--- src/rtl/sfcd_pkg.sv ---
// ----------------------------------------------------------------------------
// sfcd_pkg
// Types, constants and helpers shared by the SBUS frame channel decoder.
// ----------------------------------------------------------------------------
`timescale 1ns / 1ps

package sfcd_pkg;

    localparam int unsigned BYTE_W      = 8;
    localparam int unsigned STORE_DEPTH = 22;
    localparam int unsigned FRAME_W     = STORE_DEPTH * BYTE_W;
    localparam int unsigned CHANNELS    = 16;
    localparam int unsigned RAW_W       = 11;
    localparam int unsigned VALUE_W     = 12;
    localparam int unsigned INDEX_W     = 4;
    localparam int unsigned POS_W       = 5;
    localparam int unsigned CFG_W       = 11;

    localparam logic [POS_W-1:0] POS_IDLE  = POS_W'(0);
    localparam logic [POS_W-1:0] POS_FIRST = POS_W'(1);
    localparam logic [POS_W-1:0] POS_LAST  = POS_W'(STORE_DEPTH);

    localparam logic [CFG_W-1:0] OFFSET_RESET = 11'd1024;
    localparam logic [CFG_W-1:0] LIMIT_RESET  = 11'd700;

    localparam logic [RAW_W-1:0] CENTRE_0 = 11'd995;
    localparam logic [RAW_W-1:0] CENTRE_1 = 11'd998;
    localparam logic [RAW_W-1:0] CENTRE_2 = 11'd1010;
    localparam logic [RAW_W-1:0] CENTRE_3 = 11'd1003;

    localparam logic [RAW_W-1:0] SW3_LO  = 11'd100;
    localparam logic [RAW_W-1:0] SW3_HI  = 11'd400;
    localparam logic [RAW_W-1:0] SW2_LO  = 11'd600;
    localparam logic [RAW_W-1:0] SW2_HI  = 11'd1400;
    localparam logic [RAW_W-1:0] SW1_LO  = 11'd1600;
    localparam logic [RAW_W-1:0] SW1_HI  = 11'd2000;
    localparam logic [RAW_W-1:0] SW_MID  = 11'd600;

    localparam logic [VALUE_W-1:0] CODE_1 = 12'd1;
    localparam logic [VALUE_W-1:0] CODE_2 = 12'd2;
    localparam logic [VALUE_W-1:0] CODE_3 = 12'd3;

    typedef enum logic {
        REG_VALUE_OFFSET = 1'b0,
        REG_ERROR_LIMIT  = 1'b1
    } cfg_reg_t;

    typedef logic signed [VALUE_W-1:0] value_t;

    typedef struct packed {
        logic               valid;
        logic [INDEX_W-1:0] index;
        value_t             value;
        logic               error;
    } result_t;

    function automatic logic [RAW_W-1:0] stick_centre(input logic [1:0] k);
        logic [RAW_W-1:0] c;
        case (k)
            2'd0:    c = CENTRE_0;
            2'd1:    c = CENTRE_1;
            2'd2:    c = CENTRE_2;
            default: c = CENTRE_3;
        endcase
        return c;
    endfunction

endpackage

--- src/rtl/sbus_frame_channel_decoder.sv ---
// ----------------------------------------------------------------------------
// sbus_frame_channel_decoder
// Stores SBUS frame bytes 1 to 22 in a shift line of byte cells, decodes the
// sixteen channels once the frame is complete and drains them through a
// chain of result cells.
//
//   channel   direction  item                       width
//   s_        in         frame byte, start flag     tdata 8, tuser 1
//   m_        out        channel result, last flag  tdata 16, tuser 1, tlast
//   cfg_      in         register write             index 1, data 11
//
// One byte is taken per cycle while s_tready is high. After byte 22 the
// decoded frame is loaded into the result chain once the chain is empty or
// its last item leaves; channel 0 is offered on the next cycle and one
// channel leaves per cycle while m_tready is high. s_tready falls only
// while a decoded frame waits for the chain; a frame of 23 or more bytes
// hides the drain. Reset clears the byte position, pending-frame flag and result
// valid bits and presets the registers; the frame store needs no clearing.
// ----------------------------------------------------------------------------
`timescale 1ns / 1ps

module sbus_frame_channel_decoder (
    input  logic        aclk,
    input  logic        aresetn,
    // s_tdata: frame_byte[7:0]
    input  logic [7:0]  s_tdata,
    // s_tuser: frame_start[0]
    input  logic        s_tuser,
    input  logic        s_tvalid,
    output logic        s_tready,
    // m_tdata: channel_index[3:0], channel_value[15:4]
    output logic [15:0] m_tdata,
    // m_tuser: frame_error[0]
    output logic        m_tuser,
    output logic        m_tlast,
    output logic        m_tvalid,
    input  logic        m_tready,
    input  logic        cfg_we,
    input  logic        cfg_index,
    input  logic [10:0] cfg_wdata
);

    localparam int unsigned DEPTH = sfcd_pkg::STORE_DEPTH;
    localparam int unsigned NCH   = sfcd_pkg::CHANNELS;
    localparam int unsigned BW    = sfcd_pkg::BYTE_W;
    localparam int unsigned RW    = sfcd_pkg::RAW_W;
    localparam int unsigned VW    = sfcd_pkg::VALUE_W;

    logic [sfcd_pkg::CFG_W-1:0] offset_reg, offset_next;
    logic [sfcd_pkg::CFG_W-1:0] limit_reg, limit_next;
    logic [sfcd_pkg::POS_W-1:0] pos_reg, pos_next;
    logic                       done_reg, done_next;

    logic                       in_acc;
    logic                       store_en;
    logic                       head_take;
    logic                       load_en;

    logic [BW-1:0]              store_q [DEPTH];
    logic [sfcd_pkg::FRAME_W-1:0] frame_vec;

    sfcd_pkg::result_t          decoded [NCH];
    sfcd_pkg::result_t          chain_q [NCH];

    logic [RW-1:0]              raw [NCH];
    sfcd_pkg::value_t           val [NCH];
    logic                       frame_err;

    // ---------------- registers ----------------
    always_comb begin
        offset_next = offset_reg;
        limit_next  = limit_reg;
        if (cfg_we) begin
            case (sfcd_pkg::cfg_reg_t'(cfg_index))
                sfcd_pkg::REG_VALUE_OFFSET: offset_next = cfg_wdata;
                sfcd_pkg::REG_ERROR_LIMIT:  limit_next  = cfg_wdata;
                default: ;
            endcase
        end
    end

    // ---------------- frame position ----------------
    assign in_acc   = s_tvalid && s_tready;
    assign store_en = in_acc && !s_tuser && (pos_reg != sfcd_pkg::POS_IDLE)
                      && (pos_reg <= sfcd_pkg::POS_LAST);

    always_comb begin
        pos_next  = pos_reg;
        done_next = done_reg && !load_en;
        if (in_acc) begin
            if (s_tuser) begin
                pos_next = sfcd_pkg::POS_FIRST;
            end else if (!store_en) begin
                pos_next = sfcd_pkg::POS_IDLE;
            end else if (pos_reg == sfcd_pkg::POS_LAST) begin
                pos_next  = sfcd_pkg::POS_IDLE;
                done_next = 1'b1;
            end else begin
                pos_next = pos_reg + sfcd_pkg::POS_W'(1);
            end
        end
    end

    always_ff @(posedge aclk) begin
        if (!aresetn) begin
            offset_reg <= sfcd_pkg::OFFSET_RESET;
            limit_reg  <= sfcd_pkg::LIMIT_RESET;
            pos_reg    <= sfcd_pkg::POS_IDLE;
            done_reg   <= 1'b0;
        end else begin
            offset_reg <= offset_next;
            limit_reg  <= limit_next;
            pos_reg    <= pos_next;
            done_reg   <= done_next;
        end
    end

    assign s_tready = !done_reg || load_en;

    // ---------------- frame store shift line ----------------
    for (genvar i = 0; i < DEPTH; i++) begin : g_store
        logic [BW-1:0] cell_in;
        if (i == DEPTH - 1) begin : g_top
            assign cell_in = s_tdata;
        end else begin : g_mid
            assign cell_in = store_q[i+1];
        end
        sfcd_byte_cell u_cell (
            .aclk     (aclk),
            .shift_en (store_en),
            .byte_in  (cell_in),
            .byte_out (store_q[i])
        );
        assign frame_vec[i*BW +: BW] = store_q[i];
    end

    // ---------------- channel decode ----------------
    always_comb begin
        logic signed [VW-1:0] diff;
        logic        [VW-1:0] mag;
        frame_err = 1'b0;
        for (int k = 0; k < NCH; k++) begin
            raw[k] = frame_vec[k*RW +: RW];
            val[k] = sfcd_pkg::value_t'({1'b0, raw[k]});
        end
        for (int k = 0; k < 4; k++) begin
            diff = sfcd_pkg::value_t'({1'b0, sfcd_pkg::stick_centre(2'(k))})
                 - sfcd_pkg::value_t'({1'b0, raw[k]});
            mag  = diff[VW-1] ? VW'(-diff) : VW'(diff);
            if (mag > {1'b0, limit_reg}) begin
                frame_err = 1'b1;
            end
            val[k] = diff;
        end
        if (raw[4] inside {[sfcd_pkg::SW3_LO + 11'd1 : sfcd_pkg::SW3_HI - 11'd1]}) begin
            val[4] = sfcd_pkg::CODE_3;
        end else if (raw[4] inside
                     {[sfcd_pkg::SW2_LO + 11'd1 : sfcd_pkg::SW2_HI - 11'd1]}) begin
            val[4] = sfcd_pkg::CODE_2;
        end else if (raw[4] inside
                     {[sfcd_pkg::SW1_LO + 11'd1 : sfcd_pkg::SW1_HI - 11'd1]}) begin
            val[4] = sfcd_pkg::CODE_1;
        end else begin
            frame_err = 1'b1;
        end
        if (raw[5] < sfcd_pkg::SW_MID) begin
            val[5] = sfcd_pkg::CODE_1;
        end else if (raw[5] > sfcd_pkg::SW_MID) begin
            val[5] = sfcd_pkg::CODE_2;
        end else begin
            frame_err = 1'b1;
        end
        if (raw[7] < sfcd_pkg::SW_MID) begin
            val[7] = sfcd_pkg::CODE_1;
        end else if (raw[7] > sfcd_pkg::SW_MID) begin
            val[7] = sfcd_pkg::CODE_2;
        end else begin
            frame_err = 1'b1;
        end
        if (raw[9] > limit_reg) begin
            frame_err = 1'b1;
        end
        for (int k = 10; k < NCH; k++) begin
            val[k] = sfcd_pkg::value_t'({1'b0, raw[k]})
                   - sfcd_pkg::value_t'({1'b0, offset_reg});
        end
        for (int k = 0; k < NCH; k++) begin
            decoded[k].valid = 1'b1;
            decoded[k].index = sfcd_pkg::INDEX_W'(k);
            decoded[k].value = frame_err ? '0 : val[k];
            decoded[k].error = frame_err;
        end
    end

    // ---------------- result chain ----------------
    assign head_take = chain_q[0].valid && m_tready;
    assign load_en   = done_reg && (!chain_q[0].valid || (head_take && m_tlast));

    for (genvar k = 0; k < NCH; k++) begin : g_chain
        sfcd_pkg::result_t next_item;
        if (k == NCH - 1) begin : g_end
            assign next_item = '0;
        end else begin : g_mid
            assign next_item = chain_q[k+1];
        end
        sfcd_result_cell u_cell (
            .aclk     (aclk),
            .aresetn  (aresetn),
            .load_en  (load_en),
            .shift_en (head_take),
            .load_in  (decoded[k]),
            .next_in  (next_item),
            .item_out (chain_q[k])
        );
    end

    assign m_tvalid = chain_q[0].valid;
    assign m_tdata  = {chain_q[0].value, chain_q[0].index};
    assign m_tuser  = chain_q[0].error;
    assign m_tlast  = (chain_q[0].index == sfcd_pkg::INDEX_W'(NCH - 1));

endmodule

--- src/rtl/sfcd_byte_cell.sv ---
// ----------------------------------------------------------------------------
// sfcd_byte_cell
// One stage of the frame store shift line: takes its neighbour's byte on shift.
// ----------------------------------------------------------------------------
`timescale 1ns / 1ps

module sfcd_byte_cell (
    input  logic                        aclk,
    input  logic                        shift_en,
    input  logic [sfcd_pkg::BYTE_W-1:0] byte_in,
    output logic [sfcd_pkg::BYTE_W-1:0] byte_out
);

    logic [sfcd_pkg::BYTE_W-1:0] byte_reg;
    logic [sfcd_pkg::BYTE_W-1:0] byte_next;

    always_comb begin
        byte_next = shift_en ? byte_in : byte_reg;
    end

    always_ff @(posedge aclk) begin
        byte_reg <= byte_next;
    end

    assign byte_out = byte_reg;

endmodule

--- src/rtl/sfcd_result_cell.sv ---
// ----------------------------------------------------------------------------
// sfcd_result_cell
// One stage of the result chain: loads a decoded channel or takes its
// neighbour's item when the head item leaves.
// ----------------------------------------------------------------------------
`timescale 1ns / 1ps

module sfcd_result_cell (
    input  logic                aclk,
    input  logic                aresetn,
    input  logic                load_en,
    input  logic                shift_en,
    input  sfcd_pkg::result_t   load_in,
    input  sfcd_pkg::result_t   next_in,
    output sfcd_pkg::result_t   item_out
);

    logic                       valid_reg;
    logic                       valid_next;
    logic [sfcd_pkg::INDEX_W-1:0] index_reg;
    logic [sfcd_pkg::INDEX_W-1:0] index_next;
    sfcd_pkg::value_t           value_reg;
    sfcd_pkg::value_t           value_next;
    logic                       error_reg;
    logic                       error_next;

    always_comb begin
        valid_next = valid_reg;
        index_next = index_reg;
        value_next = value_reg;
        error_next = error_reg;
        if (load_en) begin
            valid_next = load_in.valid;
            index_next = load_in.index;
            value_next = load_in.value;
            error_next = load_in.error;
        end else if (shift_en) begin
            valid_next = next_in.valid;
            index_next = next_in.index;
            value_next = next_in.value;
            error_next = next_in.error;
        end
    end

    always_ff @(posedge aclk) begin
        if (!aresetn) begin
            valid_reg <= 1'b0;
        end else begin
            valid_reg <= valid_next;
        end
    end

    always_ff @(posedge aclk) begin
        index_reg <= index_next;
        value_reg <= value_next;
        error_reg <= error_next;
    end

    always_comb begin
        item_out.valid = valid_reg;
        item_out.index = index_reg;
        item_out.value = value_reg;
        item_out.error = error_reg;
    end

endmodule

--- config.mk ---
export PLATFORM = sky130hd
export DESIGN_NAME = sbus_frame_channel_decoder
export DESIGN_NICKNAME = d
export VERILOG_FILES = /design/src/rtl/sfcd_pkg.sv /design/src/rtl/sbus_frame_channel_decoder.sv /design/src/rtl/sfcd_byte_cell.sv /design/src/rtl/sfcd_result_cell.sv
export SDC_FILE = /design/constraint.sdc
export NUM_CORES = 1
export LEC_CHECK = 0
export BUFFER_PORTS_ARGS = -buffer_cell sky130_fd_sc_hd__buf_2
export CAP_MARGIN = 25
export CORE_ASPECT_RATIO = 1.25
export CORE_MARGIN = 2
export CORE_UTILIZATION = 30
export CTS_CLUSTER_DIAMETER = 150
export DETAILED_ROUTE_END_ITERATION = 16
export PLACE_DENSITY = 0.5
export REMOVE_ABC_BUFFERS = 1
export SLEW_MARGIN = 10
export SYNTH_ARGS = -nofsm -noshare
export SYNTH_HDL_FRONTEND = slang
export SYNTH_SLANG_ARGS = --single-unit
--- constraint.sdc ---
create_clock -name aclk -period 17.5 [get_ports aclk]
set_input_delay 3.5 -clock aclk [delete_from_list [all_inputs] [get_ports aclk]]
set_output_delay 3.5 -clock aclk [all_outputs]
set_load 0.1 [all_outputs]
After elaboration in Yosys (flattened, before gate mapping) --
Cells that the tools add are included.
Word-level totals: register bits 492, bits in latches 0, memory bits (writable) 0, bits in read-only memories 0, input bits 26, output and inout bits 20, word-level logic and storage cells 286, memories 0
Cells by class: add/sub/neg operators 15, $mul 0, divide/modulo/power cells 0, magnitude comparators 16, equal/unequal tests 2, shift operators 0, multiplexer cells 141, bitwise logic cells 1, reduce and logical (&&, ||, !) cells 21
Operators by type and width (count):
- $mux W12 | 49
- $mux W11 | 10
- $mux W1 | 79
- $sub A11 B11 Y12 | 6
- $gt A12 B11 Y1 | 4
- $neg A12 Y12 | 4
- $sub A10 B11 Y12 const A | 4
- $gt A11 B10 Y1 const B | 2
- $le A11 B11 Y1 const B | 2
- $lt A11 B10 Y1 const B | 2
- $mux W5 | 3
- $ge A11 B10 Y1 const B | 1
- $ge A11 B11 Y1 const B | 1
- $ge A11 B7 Y1 const B | 1
- $gt A11 B11 Y1 | 1
- $le A11 B9 Y1 const B | 1
- $logic_and A1 B1 Y1 | 11
- $add A5 B1 Y5 const B | 1
- $eq A5 B5 Y1 const B | 1
- $le A5 B5 Y1 const B | 1
- $reduce_bool A5 Y1 | 1
- $eq A4 B4 Y1 const B | 1
- $logic_not A1 Y1 | 4
- $reduce_and A2 Y1 | 2
- other kinds (3) | 4

Logic depth before layout (Yosys ltp) --
depth in word-level cells 18, depth in mapped cells 19, mapped depth without buffers 16

Hierarchy --
Synthesis repeated with hierarchy kept, for this count alone.
Second synthesis, totals: cell total of the unflattened synthesis 2050, area, all modules 26235.2 um^2
By module, submodules not included:
- sfcd_result_cell | instances 16, cells an instance 43, area each 797.0 um^2
- sbus_frame_channel_decoder | instances 1, cells an instance 1186, area each 8197.9 um^2
- sfcd_byte_cell | instances 22, cells an instance 8, area each 240.2 um^2

Worst setup path after synthesis --
OpenSTA, ideal clock, no wires.
path type input -> register, start point in m_tready, end point reg g_store[0].u_cell.byte_reg (netlist bit g_store[0].u_cell.byte_out[0]) (enable), library setup time 930 ps, arrival time 16419 ps, data required time 16570 ps, slack 151 ps, cell stages on the path 3, path buffers 0, cell sequence a211o_1 -> nand2_1 -> nor3_1
On the way: longest elaborated chain between the ends 9
RTL lines:
- start, declared | line sbus_frame_channel_decoder.sv:37 | input logic m_tready,
- $logic_and A1 B1 Y1 | line sbus_frame_channel_decoder.sv:196 | assign head_take = chain_q[0].valid && m_tready;
- $logic_and A1 B1 Y1 | line sbus_frame_channel_decoder.sv:197 | assign load_en = done_reg && (!chain_q[0].valid || (head_take && m_tlast));
- $logic_or A1 B1 Y1 | line sbus_frame_channel_decoder.sv:197
- $logic_and A1 B1 Y1 | line sbus_frame_channel_decoder.sv:197
- $logic_or A1 B1 Y1 | line sbus_frame_channel_decoder.sv:118 | assign s_tready = !done_reg || load_en;
- $logic_and A1 B1 Y1 | line sbus_frame_channel_decoder.sv:83 | assign in_acc = s_tvalid && s_tready;
- $logic_and A1 B1 Y1 (2 in series) | line sbus_frame_channel_decoder.sv:84 | assign store_en = in_acc && !s_tuser && (pos_reg != sfcd_pkg::POS_IDLE)
- $logic_and A1 B1 Y1 | line sbus_frame_channel_decoder.sv:85 | && (pos_reg <= sfcd_pkg::POS_LAST);
- named net g_store[0].u_cell.shift_en | line sfcd_byte_cell.sv:9 | input logic shift_en,
- end signal, assigned | line sfcd_byte_cell.sv:22 | byte_reg <= byte_next;
- end, declared | line sfcd_byte_cell.sv:14 | logic [sfcd_pkg::BYTE_W-1:0] byte_reg;
The timed path passes the listed nets, and every way through them passes these cells. A chain may end at the register's enable or synchronous reset.

Worst setup path in the final report --
start point in m_tready, end point out s_tready
On the way: longest elaborated chain between the ends 5
RTL lines:
- $logic_and A1 B1 Y1 | line sbus_frame_channel_decoder.sv:196
- $logic_and A1 B1 Y1 | line sbus_frame_channel_decoder.sv:197
- $logic_or A1 B1 Y1 | line sbus_frame_channel_decoder.sv:197
- $logic_and A1 B1 Y1 | line sbus_frame_channel_decoder.sv:197
- $logic_or A1 B1 Y1 | line sbus_frame_channel_decoder.sv:118
- end, declared | line sbus_frame_channel_decoder.sv:30 | output logic s_tready,
No other way between the ends.

==> results.md <==
- Outcome: finished, violations left
- Failing checks: slew limit
- Gate Count Post-Synth: 1934
- Rows: 112
- Ys flop type: edfxtp_1
- Fraction of layout cells with a size suffix above 1: a little under 8%
- Number of gates on the worst path with buffers counted: 3
- Vias: 14800
- Vias/cell: 4.95
- Crit. Startpoint: m_tready
- Final-layout fill cell count: ~7400
- Hold path start: g_chain[15].u_cell.index_reg[2]$_SDFFE_PP1P_
- Critical path, cell by cell: buf_2 -> a211o_1 -> buf_2
- Final Hold Vio Count: 0
- Largest net degree at the start of global routing: 177
- Post-synth EDFFs: 384
- 1st-iter DRT viols: 974
- Die Width: 249 um
- Critical Path End Type: output port
- Syn avg cell area: ~12 um2
- CTS Hold Bufs: 0
- Register bit total from synthesis: 485
- Drt wl/cell: 18.1 um
- Area grow syn2layout: 13.5%
- DP HPWL: 36100 um
- Setup Skew: 0.0209 ns
- Clock buffer depth: 3
- VDD IR max: ~0.073 mV
- Vias in the first global route: 14900
- Pwr dens: 98.7 nW/um2
- Starting Density: 30.3%
- Req. time, crit path: about 14 ns
- Fmax: 0.129 GHz
- TritonCTS clock tree: done
- Final critical-path share of the clock period: 44.3%
- Antenna Nets Post-Route: 0
- First-pass GRT wire length: 85000 um
- Post-Syn Area: ~23000 um2
- CP top delay family: buffers and inverters
- WL final: 54200 um
- R2R depth: 16
- Leak: 9.31 nW
- Initial antenna violation count: 2
- # H-tree levels: 2
- Seq/Total Area, Yosys: about three fifths
- DR pass1 iterations: 5
- Worst setup path category: primary input to output port
- Crit path buf inv count: 2
- Worst path most repeated cell: buf_2
- HP Class: flop to flop
- End point of the critical path: s_tready
- Remaining DRCs: 0
- GRT overflow: 0
- Max reg flops: approximately 190
- Crit path max fanout: 4
- Postcts setup bufs: 0
- R2r startpoint: g_store[2].u_cell.byte_out[6]$_DFFE_PP_
- Ports: 46
- Arrival @ worst endpoint: 4.25 ns
- Slowest CP cell: buf_2
- CTS sink count: 485
- Critical path's largest stage delay: 0.45 ns
- Worst flop-to-flop path endpoint: g_chain[5].u_cell.value_reg[1]$_DFFE_PP_
- Worst Max-Slew Pin Slew: approximately 1.6 ns
- FF-to-FF setup slack: 12.00 ns
- Num CTS Buffers: 55
- Finish-stage setup viols: 0
- Total core area: 74600 um2
- GP Congestion: about 0.86
- Relative slew slack: -4.73%
- Post_cts resized: 0
- Die height: 311 um
- Gr usage total: between 10% and 20%
- Clock root buffer: clkbuf_16
- Max Slew Vio Count: 68
- Worst-path clk slew: 0.05 ns
- I/O Buffers: 45
- Tot Pwr: between 2 and 3 mW
- Sum Neg Setup Slack: 0 ns
- Max-cap violations: 0
- Critical path launch point type: primary input
- YS warnings: 0
- Synth cell types: 69
- Crit path time final: 7.75 ns
- RSZ-0062 raised after global routing: no
- Async S/R FF share, synth: 0%
- NumNets Final: 2142
- Clk_lat worst skew: 0.61 ns
- Die area: 77500 um2
[metal layers]
layer	GRT usage, %	vias up	routed length [um]	part of all wire [%]
met2	25.6	257	28500	53
met3	1.87	104	1800	3.3
met4	5.75	0	1720	3.2
met1	16.3	7240	22200	41
li1	-	7195	-	-
met5	0	-	0	0
[synth_stat cells (3+ instances only)]
cell type / number / area (um2)
nand2b_1: 12 / 75.1
inv_1: 59 / 221
o21a_1: 6 / 45.0
a211o_1: 4 / 35.0
o31ai_1: 11 / 82.6
a21boi_0: 4 / 30.0
xor2_1: 53 / 464
a41o_1: 3 / 30.0
a211oi_1: 6 / 45.0
o21ai_1: 11 / 55.1
xnor2_1: 64 / 561
and2_1: 6 / 37.5
fa_1: 6 / 120
a31oi_1: 9 / 56.3
buf_1: 3 / 11.3
nor2_1: 110 / 413
a21oi_1: 98 / 490
a22o_1: 68 / 596
nand3b_1: 6 / 45.0
and3_1: 6 / 37.5
ha_1: 134 / 1680
or4_1: 5 / 37.5
nand2_1: 299 / 1120
clkbuf_1: 55 / 206
o21ai_0: 128 / 641
dfxtp_1: 101 / 2020
a2111oi_0: 3 / 26.3
a21o_1: 21 / 158
o2111ai_1: 7 / 61.3
buf_6: 8 / 90.1
or2_2: 6 / 37.5
nand4_1: 20 / 125
nor2b_1: 52 / 325
o211ai_1: 14 / 105
nand3_1: 57 / 285
buf_2: 5 / 25.0
nor4_1: 9 / 56.3
o41ai_1: 11 / 96.3
edfxtp_1: 384 / 11500
or3_1: 3 / 18.8
nor3_1: 33 / 165
[layout make-up]
| type | count | area, um2 | share of cell area, % |
|---|---|---|---|
| tap | 969 | 1210 | 4.73 |
| multi-input combinational | 1318 | 8530 | 33.3 |
| sequential | 485 | 13600 | 52.8 |
| timing repair buffer | 57 | 340 | 1.33 |
| inverter | 59 | 229 | 0.893 |
| antenna | 1 | 2.50 | 0.00976 |
| clock buffer | 75 | 1530 | 5.97 |
| clock inverter | 28 | 245 | 0.956 |
[through the flow]
step	std cells	setup WS, ns	utilization (%)	hold slack [ns]	area (um2)
CTS	2991	9.76	34.4	0.446	25600
detailed placement	2888	9.77	32.0	0.436	23900
finish	2992	9.75	34.4	0.441	25600
floorplan	1862	0.151	-	0.419	22300
global route	2992	9.73	34.4	0.460	25600
global placement	2887	9.78	32.0	0.429	23800
[worst reg2reg max path, delay by kind of cell (launching register included)]
kind                     cells  cell delay (ns)
adder cells (fa/ha/maj)      2             0.57
flip-flops                   1             0.51
AO/OA/AOI/OAI                6             1.62
buffers and inverters        1             0.66
XOR/XNOR                     2             0.24
AND/OR/NAND/NOR              5             1.76
[power breakdown]
group	leakage [nW]	internal [mW]	switching, mW	total [mW]
sequential	4.30	1.25	0.0133	1.27
clock	0.873	0.657	0.471	1.13
combinational	4.13	0.0536	0.0864	0.140
total	9.31	1.96	0.570	2.53
[worst min path at each step]
stage / slack, ns / cells after the start / end
after floorplan: 0.42 / 0 / g_store[5].u_cell.byte_out[7]$_DFFE_PP_
after global placement: 0.43 / 0 / g_store[8].u_cell.byte_out[5]$_DFFE_PP_
after detailed placement: 0.44 / 0 / g_store[10].u_cell.byte_out[1]$_DFFE_PP_
after CTS: 0.45 / 0 / g_store[10].u_cell.byte_out[2]$_DFFE_PP_
after global routing: 0.46 / 2 / g_chain[15].u_cell.index_reg[2]$_SDFFE_PP1P_
final: 0.44 / 2 / g_chain[15].u_cell.index_reg[2]$_SDFFE_PP1P_
[cell usage in the layout, fill, tap and decap left out, types with 7 or more instances in the layout]
| cell | instances |
|---|---|
| nor2_1 | 109 |
| nor4_1 | 9 |
| nand4_1 | 20 |
| xor2_1 | 53 |
| nor3_1 | 32 |
| clkbuf_16 | 55 |
| nand2b_1 | 12 |
| a22o_1 | 68 |
| o31ai_1 | 11 |
| o21ai_1 | 11 |
| inv_1 | 58 |
| ha_1 | 134 |
| xnor2_1 | 64 |
| o41ai_1 | 11 |
| dfxtp_1 | 101 |
| clkbuf_8 | 8 |
| nand3_1 | 57 |
| buf_2 | 45 |
| clkbuf_1 | 12 |
| clkinv_1 | 12 |
| a21o_1 | 21 |
| nor2b_1 | 52 |
| o2111ai_1 | 7 |
| edfxtp_1 | 384 |
| nand2_1 | 298 |
| clkinv_2 | 8 |
| buf_4 | 10 |
| o21ai_0 | 128 |
| a31oi_1 | 9 |
| a21oi_1 | 97 |
| o211ai_1 | 14 |
[logic make-up (layout without fill, tap and decap cells)]
| family | count (synthesis) | after routing | share of synthesized area, % |
|---|---|---|---|
| AOI/OAI and AO/OA | 425 | 425 | 12.2 |
| xor gates and xnor gates | 117 | 117 | 4.54 |
| adders and majority gates | 140 | 140 | 7.95 |
| buffers and inverters | 131 | 219 | 2.49 |
| DFF | 485 | 485 | 60.0 |
| other | 0 | 1 | 0 |
| and+or+nand+nor | 636 | 636 | 12.8 |
Note: power is estimated with default switching activity, not from simulation.
